$ cat src/hdl/scrc_pkg.sv
// Shared types and constants of the serial command release controller.
// Depends on nothing; every other file of the block refers to it by scoped names.
`default_nettype none

package scrc_pkg;

   // Controller states, in the encoding seen on rsp_ctrl_state.
   typedef enum logic [2:0] {
      ST_LOCKED     = 3'd0,
      ST_ARMED      = 3'd1,
      ST_RELEASING  = 3'd2,
      ST_RETRACTING = 3'd3,
      ST_FAULT      = 3'd4
   } ctrl_state_type;

   // Command codes, in the encoding seen on rsp_command_code.
   typedef enum logic [2:0] {
      CC_LOCK    = 3'd0,
      CC_ARM     = 3'd1,
      CC_RELEASE = 3'd2,
      CC_STOP    = 3'd3,
      CC_INVALID = 3'd4,
      CC_NONE    = 3'd5
   } cmd_code_type;

   // One classified item, handed from the front end to the back end.
   typedef struct packed {
      logic         is_tick;
      cmd_code_type cmd;
   } event_type;

   localparam int unsigned CMD_LEN = 4;

   localparam logic [7:0] CH_LF = 8'h0A;
   localparam logic [7:0] CH_CR = 8'h0D;

   localparam logic [8*CMD_LEN-1:0] WORD_LOCK = "LOCK";
   localparam logic [8*CMD_LEN-1:0] WORD_ARM  = "ARMD";
   localparam logic [8*CMD_LEN-1:0] WORD_RELS = "RELS";
   localparam logic [8*CMD_LEN-1:0] WORD_STOP = "STOP";

   // Register indexes on the csr port.
   localparam logic [1:0] CSR_RELEASE_TICKS = 2'd0;
   localparam logic [1:0] CSR_RETRACT_TICKS = 2'd1;
   localparam logic [1:0] CSR_REPORT_PERIOD = 2'd2;

   localparam logic [15:0] RELEASE_TICKS_RST = 16'd2000;
   localparam logic [15:0] RETRACT_TICKS_RST = 16'd2000;
   localparam logic [15:0] REPORT_PERIOD_RST = 16'd500;

   // Saturating increment of a millisecond timer.
   function automatic logic [15:0] bump(input logic [15:0] t);
      bump = (t == 16'hFFFF) ? t : t + 16'd1;
   endfunction

endpackage

`default_nettype wire

$ cat src/hdl/scrc_front.sv
// Front end: accepts items, gathers command bytes, drops up to newline, decodes words.
// Depends on scrc_pkg; feeds one event per accepted item into scrc_queue.
`default_nettype none

module scrc_front (
   input  wire logic               clock,
   input  wire logic               reset,
   input  wire logic               req_valid,
   output logic                    req_ready,
   input  wire logic               req_op,
   input  wire logic [7:0]         req_rx_byte,
   output logic                    evt_valid,
   input  wire logic               evt_ready,
   output scrc_pkg::event_type     evt_data
);

   localparam int unsigned CNT_W = $clog2(scrc_pkg::CMD_LEN);

   logic [7:0]       buf_ff [scrc_pkg::CMD_LEN-1];
   logic [CNT_W-1:0] count_ff, count_in;
   logic             discarding_ff, discarding_in;
   logic             accept;
   logic             store;
   logic [8*scrc_pkg::CMD_LEN-1:0] word;
   scrc_pkg::cmd_code_type         decoded;

   assign req_ready = evt_ready;
   assign accept    = req_valid & req_ready;
   assign evt_valid = req_valid;

   // Last byte arrives live; earlier ones come from the buffer.
   always_comb begin
      word = '0;
      for (int i = 0; i < scrc_pkg::CMD_LEN - 1; i++) begin
         word[8*(scrc_pkg::CMD_LEN-i)-1 -: 8] = buf_ff[i];
      end
      word[7:0] = req_rx_byte;
   end

   always_comb begin
      if (word == scrc_pkg::WORD_LOCK) begin
         decoded = scrc_pkg::CC_LOCK;
      end else if (word == scrc_pkg::WORD_ARM) begin
         decoded = scrc_pkg::CC_ARM;
      end else if (word == scrc_pkg::WORD_RELS) begin
         decoded = scrc_pkg::CC_RELEASE;
      end else if (word == scrc_pkg::WORD_STOP) begin
         decoded = scrc_pkg::CC_STOP;
      end else begin
         decoded = scrc_pkg::CC_INVALID;
      end
   end

   always_comb begin
      count_in         = count_ff;
      discarding_in    = discarding_ff;
      store            = 1'b0;
      evt_data.is_tick = req_op;
      evt_data.cmd     = scrc_pkg::CC_NONE;
      if (!req_op) begin
         if (discarding_ff) begin
            if (req_rx_byte == scrc_pkg::CH_LF) begin
               discarding_in = 1'b0;
            end
         end else if (req_rx_byte != scrc_pkg::CH_LF && req_rx_byte != scrc_pkg::CH_CR) begin
            if (count_ff == CNT_W'(scrc_pkg::CMD_LEN - 1)) begin
               count_in      = '0;
               discarding_in = 1'b1;
               evt_data.cmd  = decoded;
            end else begin
               store    = 1'b1;
               count_in = count_ff + CNT_W'(1);
            end
         end
      end
   end

   always_ff @(posedge clock) begin
      if (reset) begin
         count_ff      <= '0;
         discarding_ff <= 1'b0;
      end else if (accept) begin
         count_ff      <= count_in;
         discarding_ff <= discarding_in;
      end
   end

   always_ff @(posedge clock) begin
      if (accept && store) begin
         buf_ff[count_ff] <= req_rx_byte;
      end
   end

endmodule

`default_nettype wire

$ cat src/hdl/scrc_queue.sv
// Short event queue between front and back end.
// Depends on scrc_pkg for the event type.
`default_nettype none

module scrc_queue #(
   parameter int unsigned DEPTH = 2
) (
   input  wire logic                clock,
   input  wire logic                reset,
   input  wire logic                in_valid,
   output logic                     in_ready,
   input  wire scrc_pkg::event_type in_data,
   output logic                     out_valid,
   input  wire logic                out_ready,
   output scrc_pkg::event_type      out_data
);

   localparam int unsigned PTR_W = $clog2(DEPTH);
   localparam int unsigned CNT_W = $clog2(DEPTH + 1);

   scrc_pkg::event_type slot_ff [DEPTH];
   logic [PTR_W-1:0]    wr_ptr_ff, rd_ptr_ff;
   logic [CNT_W-1:0]    count_ff, count_in;
   logic                push, pop;

   assign in_ready  = (count_ff != CNT_W'(DEPTH));
   assign out_valid = (count_ff != '0);
   assign out_data  = slot_ff[rd_ptr_ff];
   assign push      = in_valid & in_ready;
   assign pop       = out_valid & out_ready;

   always_comb begin
      count_in = count_ff;
      if (push && !pop) begin
         count_in = count_ff + CNT_W'(1);
      end else if (pop && !push) begin
         count_in = count_ff - CNT_W'(1);
      end
   end

   always_ff @(posedge clock) begin
      if (reset) begin
         count_ff  <= '0;
         wr_ptr_ff <= '0;
         rd_ptr_ff <= '0;
      end else begin
         count_ff <= count_in;
         if (push) begin
            wr_ptr_ff <= (wr_ptr_ff == PTR_W'(DEPTH - 1)) ? '0 : wr_ptr_ff + PTR_W'(1);
         end
         if (pop) begin
            rd_ptr_ff <= (rd_ptr_ff == PTR_W'(DEPTH - 1)) ? '0 : rd_ptr_ff + PTR_W'(1);
         end
      end
   end

   always_ff @(posedge clock) begin
      if (push) begin
         slot_ff[wr_ptr_ff] <= in_data;
      end
   end

endmodule

`default_nettype wire

$ cat src/hdl/scrc_back.sv
// Back end: controller state machine, phase and report timers, response register.
// Depends on scrc_pkg; takes events from scrc_queue.
`default_nettype none

module scrc_back (
   input  wire logic                clock,
   input  wire logic                reset,
   input  wire logic [15:0]         release_ticks,
   input  wire logic [15:0]         retract_ticks,
   input  wire logic [15:0]         report_period,
   input  wire logic                evt_valid,
   output logic                     evt_ready,
   input  wire scrc_pkg::event_type evt_data,
   output logic                     rsp_valid,
   input  wire logic                rsp_ready,
   output logic [2:0]               rsp_ctrl_state,
   output logic [2:0]               rsp_command_code,
   output logic                     rsp_report_due
);

   scrc_pkg::ctrl_state_type state_ff, state_in;
   logic [15:0] phase_ff, phase_in;
   logic [15:0] report_ff, report_in;
   logic        report_fire;
   logic [15:0] phase_bumped;
   logic        pop;

   logic                     rsp_valid_ff, rsp_valid_in;
   scrc_pkg::ctrl_state_type rsp_state_ff;
   scrc_pkg::cmd_code_type   rsp_cmd_ff;
   logic                     rsp_report_ff;

   assign evt_ready    = !rsp_valid_ff || rsp_ready;
   assign pop          = evt_valid & evt_ready;
   assign phase_bumped = scrc_pkg::bump(phase_ff);

   // Report timer counts first on a tick.
   always_comb begin
      report_in   = report_ff;
      report_fire = 1'b0;
      if (evt_data.is_tick) begin
         report_in = scrc_pkg::bump(report_ff);
         if (report_in >= report_period) begin
            report_fire = 1'b1;
            report_in   = '0;
         end
      end
   end

   // Next state.
   always_comb begin
      state_in = state_ff;
      phase_in = phase_ff;
      if (evt_data.is_tick) begin
         unique case (state_ff)
            scrc_pkg::ST_RELEASING: begin
               phase_in = phase_bumped;
               if (phase_bumped >= release_ticks) begin
                  state_in = scrc_pkg::ST_RETRACTING;
                  phase_in = '0;
               end
            end
            scrc_pkg::ST_RETRACTING: begin
               phase_in = phase_bumped;
               if (phase_bumped >= retract_ticks) begin
                  state_in = scrc_pkg::ST_LOCKED;
               end
            end
            default: begin
               state_in = state_ff;
            end
         endcase
      end else begin
         unique case (evt_data.cmd)
            scrc_pkg::CC_LOCK: begin
               state_in = scrc_pkg::ST_LOCKED;
            end
            scrc_pkg::CC_ARM: begin
               if (state_ff == scrc_pkg::ST_LOCKED) begin
                  state_in = scrc_pkg::ST_ARMED;
               end
            end
            scrc_pkg::CC_RELEASE: begin
               if (state_ff == scrc_pkg::ST_ARMED) begin
                  state_in = scrc_pkg::ST_RELEASING;
                  phase_in = '0;
               end
            end
            scrc_pkg::CC_STOP: begin
               state_in = scrc_pkg::ST_FAULT;
            end
            default: begin
               state_in = state_ff;
            end
         endcase
      end
   end

   // Outputs: response register holds until taken.
   always_comb begin
      rsp_valid_in = rsp_valid_ff;
      if (pop) begin
         rsp_valid_in = 1'b1;
      end else if (rsp_ready) begin
         rsp_valid_in = 1'b0;
      end
   end

   assign rsp_valid        = rsp_valid_ff;
   assign rsp_ctrl_state   = rsp_state_ff;
   assign rsp_command_code = rsp_cmd_ff;
   assign rsp_report_due   = rsp_report_ff;

   always_ff @(posedge clock) begin
      if (reset) begin
         state_ff     <= scrc_pkg::ST_LOCKED;
         phase_ff     <= '0;
         report_ff    <= '0;
         rsp_valid_ff <= 1'b0;
      end else begin
         rsp_valid_ff <= rsp_valid_in;
         if (pop) begin
            state_ff  <= state_in;
            phase_ff  <= phase_in;
            report_ff <= report_in;
         end
      end
   end

   always_ff @(posedge clock) begin
      if (pop) begin
         rsp_state_ff  <= state_in;
         rsp_cmd_ff    <= evt_data.cmd;
         rsp_report_ff <= report_fire;
      end
   end

endmodule

`default_nettype wire

$ cat src/hdl/serial_command_release_controller_top.sv
// Top level of the serial command release controller: csr registers and wiring.
// Depends on scrc_pkg, scrc_front, scrc_queue and scrc_back.
//
// Usage:
//   req_* carries one item per transfer: req_op = 0 is a received serial byte
//   (req_rx_byte), req_op = 1 is a one millisecond tick. Every item produces
//   exactly one transfer on rsp_*: controller state after the item, the
//   command decoded by this item (none on ticks and partial words) and the
//   report strobe.
//   Throughput is one item per clock while rsp_ready stays high. The front
//   end classifies a byte in the cycle it is taken (4-byte compare against
//   LOCK/ARMD/RELS/STOP); the back end runs the state machine and timers one
//   event per cycle unless the response register is held. A transfer passes
//   through the event queue and then the response register on its way to rsp_*.
//   When the receiver stalls, the response register holds, the queue fills
//   (QUEUE_DEPTH events) and then req_ready drops; nothing is lost.
//   Reset (synchronous, active high) returns the controller to locked, clears
//   timers, gathering and drop-to-newline state, empties the queue and loads
//   the csr defaults: release 2000, retract 2000, report period 500 ticks.
//   csr_* writes take effect at the edge with csr_we high; write them only
//   while the block is idle. Index 3 is ignored.
`default_nettype none

module serial_command_release_controller_top #(
   parameter int unsigned QUEUE_DEPTH = 2
) (
   input  wire logic        clock,
   input  wire logic        reset,
   // input item channel
   input  wire logic        req_valid,
   output logic             req_ready,
   input  wire logic        req_op,
   input  wire logic [7:0]  req_rx_byte,
   // result channel
   output logic             rsp_valid,
   input  wire logic        rsp_ready,
   output logic [2:0]       rsp_ctrl_state,
   output logic [2:0]       rsp_command_code,
   output logic             rsp_report_due,
   // configuration write port
   input  wire logic        csr_we,
   input  wire logic [1:0]  csr_index,
   input  wire logic [15:0] csr_wdata
);

   logic [15:0] release_ticks_ff;
   logic [15:0] retract_ticks_ff;
   logic [15:0] report_period_ff;

   logic                fq_valid, fq_ready;
   scrc_pkg::event_type fq_data;
   logic                qb_valid, qb_ready;
   scrc_pkg::event_type qb_data;

   // csr registers
   always_ff @(posedge clock) begin
      if (reset) begin
         release_ticks_ff <= scrc_pkg::RELEASE_TICKS_RST;
         retract_ticks_ff <= scrc_pkg::RETRACT_TICKS_RST;
         report_period_ff <= scrc_pkg::REPORT_PERIOD_RST;
      end else if (csr_we) begin
         case (csr_index)
            scrc_pkg::CSR_RELEASE_TICKS: release_ticks_ff <= csr_wdata;
            scrc_pkg::CSR_RETRACT_TICKS: retract_ticks_ff <= csr_wdata;
            scrc_pkg::CSR_REPORT_PERIOD: report_period_ff <= csr_wdata;
            default: ;
         endcase
      end
   end

   // Front end: byte gathering and word decode.
   scrc_front u_front (
      .clock       (clock),
      .reset       (reset),
      .req_valid   (req_valid),
      .req_ready   (req_ready),
      .req_op      (req_op),
      .req_rx_byte (req_rx_byte),
      .evt_valid   (fq_valid),
      .evt_ready   (fq_ready),
      .evt_data    (fq_data)
   );

   // Decouples front and back so each can stall on its own.
   scrc_queue #(
      .DEPTH (QUEUE_DEPTH)
   ) u_queue (
      .clock     (clock),
      .reset     (reset),
      .in_valid  (fq_valid),
      .in_ready  (fq_ready),
      .in_data   (fq_data),
      .out_valid (qb_valid),
      .out_ready (qb_ready),
      .out_data  (qb_data)
   );

   // Back end: controller, timers, response register.
   scrc_back u_back (
      .clock            (clock),
      .reset            (reset),
      .release_ticks    (release_ticks_ff),
      .retract_ticks    (retract_ticks_ff),
      .report_period    (report_period_ff),
      .evt_valid        (qb_valid),
      .evt_ready        (qb_ready),
      .evt_data         (qb_data),
      .rsp_valid        (rsp_valid),
      .rsp_ready        (rsp_ready),
      .rsp_ctrl_state   (rsp_ctrl_state),
      .rsp_command_code (rsp_command_code),
      .rsp_report_due   (rsp_report_due)
   );

endmodule

`default_nettype wire
$ cat config.mk
export PLATFORM = sky130hd
export DESIGN_NAME = serial_command_release_controller_top
export DESIGN_NICKNAME = d
export VERILOG_FILES = /design/src/hdl/scrc_pkg.sv /design/src/hdl/scrc_front.sv /design/src/hdl/scrc_queue.sv /design/src/hdl/scrc_back.sv /design/src/hdl/serial_command_release_controller_top.sv
export SDC_FILE = /design/constraint.sdc
export NUM_CORES = 1
export LEC_CHECK = 0
export BUFFER_PORTS_ARGS = -buffer_cell sky130_fd_sc_hd__buf_2
export CAP_MARGIN = 0
export CORE_MARGIN = 4
export CORE_UTILIZATION = 60
export CTS_CLUSTER_DIAMETER = 150
export DETAILED_ROUTE_END_ITERATION = 10
export PLACE_DENSITY = 0.82
export SLEW_MARGIN = 20
export SYNTH_ARGS = -nofsm -noshare
export SYNTH_HDL_FRONTEND = slang
export SYNTH_SLANG_ARGS = --single-unit
$ cat constraint.sdc
create_clock -name clock -period 4.4 [get_ports clock]
set_input_delay 0.66 -clock clock [delete_from_list [all_inputs] [get_ports clock]]
set_output_delay 0.66 -clock clock [all_outputs]
set_load 0.01 [all_outputs]
# [Word level (Yosys, flattened, before mapping)]
# Memory sizes are Yosys's and may differ from the RTL's. A register that Yosys moved wholly into a read port is not among the register bits.
# Cells that the tools add are included.
[word_totals] elab_cells=119 inputBits=32 out_inout_bits=9 ramBits=32 n_memories=2 reg_bits=98
[op_classes] n_eq_ne=20 n_reduce_logical=23 n_lt_le_gt_ge=3 bitwise_logic=4 muxes=45 n_addsub=7
[mem_list] memory="u_front.buf_ff" depth=3 width=8 read_ports=3 rd_clocked_by_memory_dff=0 write_ports=1 line_no="scrc_front.sv:19" rtl="logic [7:0] buf_ff [scrc_pkg::CMD_LEN-1];"
[mem_list] memory="u_queue.slot_ff" depth=2 width=4 read_ports=1 rd_clocked_by_memory_dff=1 write_ports=1 line_no="scrc_queue.sv:21" rtl="scrc_pkg::event_type slot_ff [DEPTH];"
[ops] operator="equality test 32 x 31 -> 1 bit (second input constant)" count=4
[ops] operator="two-way mux 16 bit" count=7
[ops] operator=">= comparator 16 bit" count=3
[ops] operator="two-way mux 3 bit" count=13
[ops] operator="adder 16 x 1 -> 16 bit (second input constant)" count=2
[ops] operator="equality test 16 bit (second input constant)" count=2
[ops] operator="one-hot mux 16 bit (2 select lines)" count=1
[ops] operator="two-way mux 1 bit" count=19
[ops] operator="!= test 8 x 4 -> 1 bit (second input constant)" count=2
[ops] operator="equality test 3 x 2 -> 1 bit (second input constant)" count=4
[ops] operator="one-hot mux 3 bit (4 select lines)" count=1
[ops] operator="AND reduction 2 bit" count=5
[ops] operator="nonzero test 2 bit" count=5
[ops] operator="equality test 8 x 4 -> 1 bit (second input constant)" count=1
[ops] operator="AND reduction 4 bit" count=2
[ops] operator="equality test 3 x 1 -> 1 bit (second input constant)" count=2
[ops] operator="logical NOT 3 bit" count=2
[ops] operator="two-way mux 2 bit" count=3
[ops] operator="one-hot mux 3 bit (2 select lines)" count=1
[ops] operator="adder 2 x 1 -> 2 bit (second input constant)" count=2
[ops] operator="equality test 2 bit (second input constant)" count=2
[ops] operator="logical AND 1 bit" count=4
[ops] operator="logical NOT 1 bit" count=3
[ops] operator="!= test 3 x 1 -> 1 bit (second input constant)" count=1
[ops] operator="other kinds (8)" count=11

# [Logic depth before layout (Yosys ltp)]
[logic_depth] ltp_word=9 mapped_depth=15 mapped_depth_nobuf=13

# [Modules after synthesis]
# Synthesis repeated with hierarchy kept, for this count alone.
[hier_totals] hier_cells=770 hier_area_um2=7368.3
[modules_own_cells] module="scrc_back" n_inst=1 cells_each=460 area_each_um2=3732.3 seq_area_each_um2=930.9
[modules_own_cells] module="serial_command_release_controller_top" n_inst=1 cells_each=183 area_each_um2=1923.1 seq_area_each_um2=960.9
[modules_own_cells] module="scrc_front" n_inst=1 cells_each=91 area_each_um2=1204.9 seq_area_each_um2=780.7
[modules_own_cells] module="scrc_queue" n_inst=1 cells_each=36 area_each_um2=508.0 seq_area_each_um2=340.3

# [Worst setup path before layout]
# No wires, ideal clock.
[synth_timing] path_type="register to register" start="register u_back.phase_ff[9]" end="register u_back.phase_ff[10]" arrival_ns=3.321 required_ns=4.283 setup_slack_ns=0.962 setup_time_ns=0.117 stages_incl_launch_ff=14 n_path_buf=2 synth_period_minus_slack_ns=3.438 cell_sequence="dfxtp_1 nand4_1 or4_1 clkbuf_1 nor3_1 mux2_2 ha_1 nand4_1 nor3_1 nand3b_1 a31oi_1 clkbuf_1 nor2_1 a32o_1"
[synth_between] elab_chain_len=6 word_cells_on_any_way=7 cone_classes="add/sub: 1; order compare: 1; eq/ne: 1; mux: 4"
[synth_lines] element="from (decl)" line_no="scrc_back.sv:22" rtl="logic [15:0] phase_ff, phase_in;"
[synth_lines] element="from (signal assigned)" line_no="scrc_back.sv:124" rtl="phase_ff <= phase_in;"
[synth_lines] element="adder 16 x 1 -> 16 bit or equality test 16 bit (tied branches)" line_no="scrc_pkg.sv:53" rtl="bump = (t == 16'hFFFF) ? t : t + 16'd1;"
[synth_lines] element="two-way mux 16 bit *" line_no="scrc_pkg.sv:53"
[synth_lines] element=">= comparator 16 bit" line_no="scrc_back.sv:58" rtl="if (phase_bumped >= release_ticks) begin"
[synth_lines] element="two-way mux 16 bit" line_no="scrc_back.sv:58"
[synth_lines] element="one-hot mux 16 bit (2 select lines) *" line_no="scrc_back.sv:55" rtl="unique case (state_ff)"
[synth_lines] element="two-way mux 16 bit *" line_no="scrc_back.sv:54" rtl="if (evt_data.is_tick) begin"
# Every way passes the cells marked *; elsewhere a longest branch is shown, timed or not.
# A chain may end at the register's enable or synchronous reset.

# [Final worst setup path]
[layout_timing] start="register u_back.phase_ff[9]" end="register u_back.phase_ff[4]"
# Same word-level chain as after synthesis.

==> flow_summary.toml <==
[synth]
synth_top_family_by_area = "simple AND/OR/NAND/NOR gates"
ys_top_cells_by_area = "dfxtp_1, edfxtp_1, ha_1, nand2_1, a21oi_1"
synthMuxAreaShare = 0.02137
synth-edff-count = 39
ys_warn_count = 0
synth_top_cell_by_area = "dfxtp_1"
synth_top_area_frac = 0.2557
synth_area_um2 = 7202
yosys_most_used_dff = "dfxtp_1"
synthCells = 818
synth_xor_area_frac = 0.02189
yosysUniqueCellTypes = 63
syn_area_per_cell_um2 = 8.804
synth-compound-area-share = 0.1743
yosys.area_share.simple = 0.2201
synth_fp_nets = 905
synth-seq-cells = 131
synthAdderAreaFrac = 0.09555
synth_async_sr_flop_share = 0
yosysSeqAreaShare = 0.4183

[final_layout]
nets = 944
final_common_cell = "nand2_1"
synthToLayoutAreaGrowth_pct = 12.67
num_antenna_cells = 0
fin_util = 0.7016
mostFrequentLayoutCells = "nand2_1, dfxtp_1, inv_1"
layout-drive-gt1-share = 0.1080

[power]
total_power_mw = 3.454
power_density_nw_per_um2 = 425.6
p_leak_nw = 3.206
max-vdd-ir-drop_mv = 0.3190

[timing]
slew_headroom = 0.3940
tns_ns = 0
fin_crit_sh = 0.8809
fin_skew_ns = 0.005735
max_freq_mhz = 258.0
report.final.hold_viol_count = 0
setup_viol = 0
rsz0062_at_grt = "false"
period_minus_slack_ns = 3.876
whs_ns = 0.4560
worst_pin_slew_ns = 0.9034
slew_viol_final = 0

[worst_setup_path]
worstPathRequired_ns = 4.75
worst-setup-path-type = "reg2reg"
r2r_slack_ns = 0.52
cp_cell_sequence = "nand4_1, or4_1, a2111o_1, o21ai_1, inv_1, ha_1, a21oi_1, o21ai_0, nor4_1, a31oi_1, buf_4, or3b_2, a21oi_1"
cp_max_fo = 15
critPathMostFrequentCell = "a21oi_1"
worst_setup_path_end_kind = "register"
path_buf_inv = 2
worst_setup_path_start_kind = "register"
critPathArrivalTime_ns = 4.23
cp_top_family = "simple AND/OR/NAND/NOR gates"
worst_r2r_path_depth = 13
worstSetupPathDepth = 13
slowest_stage = "or4_1"
max_stage_delay_ns = 0.61

[detailed_routing]
ant_nets = 0
drt_wl_total_mm = 17.96
drt_pass1_iterations = 5
vias = 6383
vias_per_cell = 6.301
drc_errors = 0
drtIter0Drc = 560
post_drt_wl_per_cell_um = 17.73

[floorplanning]
coreArea_um2 = 11560
placementRows = 39
design.portCount = 41
fp.dieW_um = 117.6
die_y_um = 117.6
start_util = 0.6227
dieArea_um2 = 13820

[clock_network]
numCtsBuffers = 17
root_buffer = "clkbuf_16"
cts_setup_buffers = 0
cts.reportedPaths.clkPinSlew_ns = 0.06
clk_latency_ns = 0.43
cts-hold-fix-buffers = 0
cts_resized = 0
cts_tree = "built"
cts_buffer_depth = 2
clock_sink_count = 131
h-tree-depth = 4

[grt]
grt_util_met3 = 0.05430
gr-usage-met1 = 0.3224
grt_pass1_wl_mm = 29.79
grt_antenna_before_repair = 0
busiest_layer = "met2"
use_met2 = 0.4494
grt_max_degree = 41
track_usage = 0.2626
first_global_vias = 6110
grt_remaining_overflow = 0

[flow_run]
drv_cap = 0

[placement]
routabilityCongestion = 0.9281
io_buffers = 40
place_hpwl_mm = 12.93

[worst_hold_path]
holdPathStages = 2
hold_class = "reg2reg"

[run_status]
status = "completed"
==> power breakdown <==
group / internal, mW / switching [mW] / total (mW)
clock: 0.873 / 0.513 / 1.39
combinational: 0.220 / 0.406 / 0.626
sequential: 1.36 / 0.0823 / 1.44
==> metrics by stage <==
stage	std cells	cell area, um2	worst slack (ns)
after floorplan	818	7202	0.9617
after CTS	1013	8114	0.5551
after detailed placement	981	7541	0.5960
after global routing	1013	8114	0.2350
after global placement	981	7541	0.7387
final	1013	8114	0.5239
==> path summary, 6_finish.rpt <==
kind | from | to
max reg2reg | u_back.phase_ff[9]$_SDFFE_PP0P_ | u_back.phase_ff[4]$_SDFFE_PP0P_
min | release_ticks_ff[13]$_SDFFE_PP0P_ | release_ticks_ff[13]$_SDFFE_PP0P_
min reg2reg | release_ticks_ff[13]$_SDFFE_PP0P_ | release_ticks_ff[13]$_SDFFE_PP0P_
max | u_back.phase_ff[9]$_SDFFE_PP0P_ | u_back.phase_ff[4]$_SDFFE_PP0P_
==> worst min-delay path, stage by stage, from the launching register on <==
cell	delay, ns
dfxtp_1	0.31
nand2_1	0.05
a21oi_1	0.05
==> cells by family (layout without fill, tap and decap cells) <==
kind of cell | count (synthesis) | after routing
AO/OA/AOI/OAI | 193 | 193
XOR/XNOR | 18 | 18
adder cells (fa/ha/maj) | 55 | 55
buffers and inverters | 93 | 145
flip-flops | 131 | 131
multiplexers | 14 | 14
AND/OR/NAND/NOR | 314 | 314
==> final cells by class <==
class | instances | area [um2]
clock buffers | 18 | 429.2
clock inverters | 14 | 143.9
fillers | 861 | 3451
inverters | 65 | 244.0
multi-input cells | 594 | 3845
flip-flops and latches | 131 | 3013
well taps | 143 | 178.9
repair buffers | 48 | 260.3
==> sequential cells by signal, summed over array words and instances (netlist names), named ones only <==
name,flops
u_queue.slot_ff,8
u_back.report_ff,16
u_front.discarding_ff,1
u_back.rsp_valid,1
u_back.state_ff,3
release_ticks_ff,16
report_period_ff,16
u_queue.count_ff,2
u_queue.rd_ptr_ff,1
u_queue.wr_ptr_ff,1
u_front.count_ff,2
u_back.rsp_ctrl_state,3
u_back.rsp_command_code,3
u_back.rsp_report_due,1
u_front.buf_ff,24
u_back.phase_ff,16
retract_ticks_ff,16
==> cell usage after synthesis (3+ instances only) <==
| library cell | count |
|---|---|
| a31oi_1 | 6 |
| o211ai_1 | 37 |
| and4_1 | 4 |
| xor2_1 | 5 |
| dfxtp_1 | 92 |
| and3_1 | 8 |
| ha_1 | 55 |
| a32o_1 | 6 |
| nor2b_1 | 10 |
| and2_1 | 7 |
| mux2i_1 | 6 |
| nand4_1 | 13 |
| a41oi_1 | 3 |
| o21ai_0 | 36 |
| a211oi_1 | 5 |
| edfxtp_1 | 39 |
| a2111oi_0 | 8 |
| or3_1 | 3 |
| a311oi_1 | 3 |
| mux2_2 | 7 |
| o2111ai_1 | 3 |
| or4_1 | 5 |
| xnor2_1 | 13 |
| nor3b_1 | 4 |
| nand3_1 | 27 |
| nand2_1 | 125 |
| nand2b_1 | 16 |
| nor3_1 | 24 |
| nor4_1 | 4 |
| a221oi_1 | 3 |
| a21oi_1 | 59 |
| inv_1 | 64 |
| nand3b_1 | 9 |
| o31ai_1 | 4 |
| a21o_1 | 10 |
| nor2_1 | 38 |
| clkbuf_1 | 27 |
==> routing by layer <==
metal  up-vias  share of wire
li1       3039              -
met1      3081           0.42
met2       221           0.50
met3        42          0.061
met4         0          0.025
met5         -              0
Note: power is estimated with default switching activity, not from simulation.
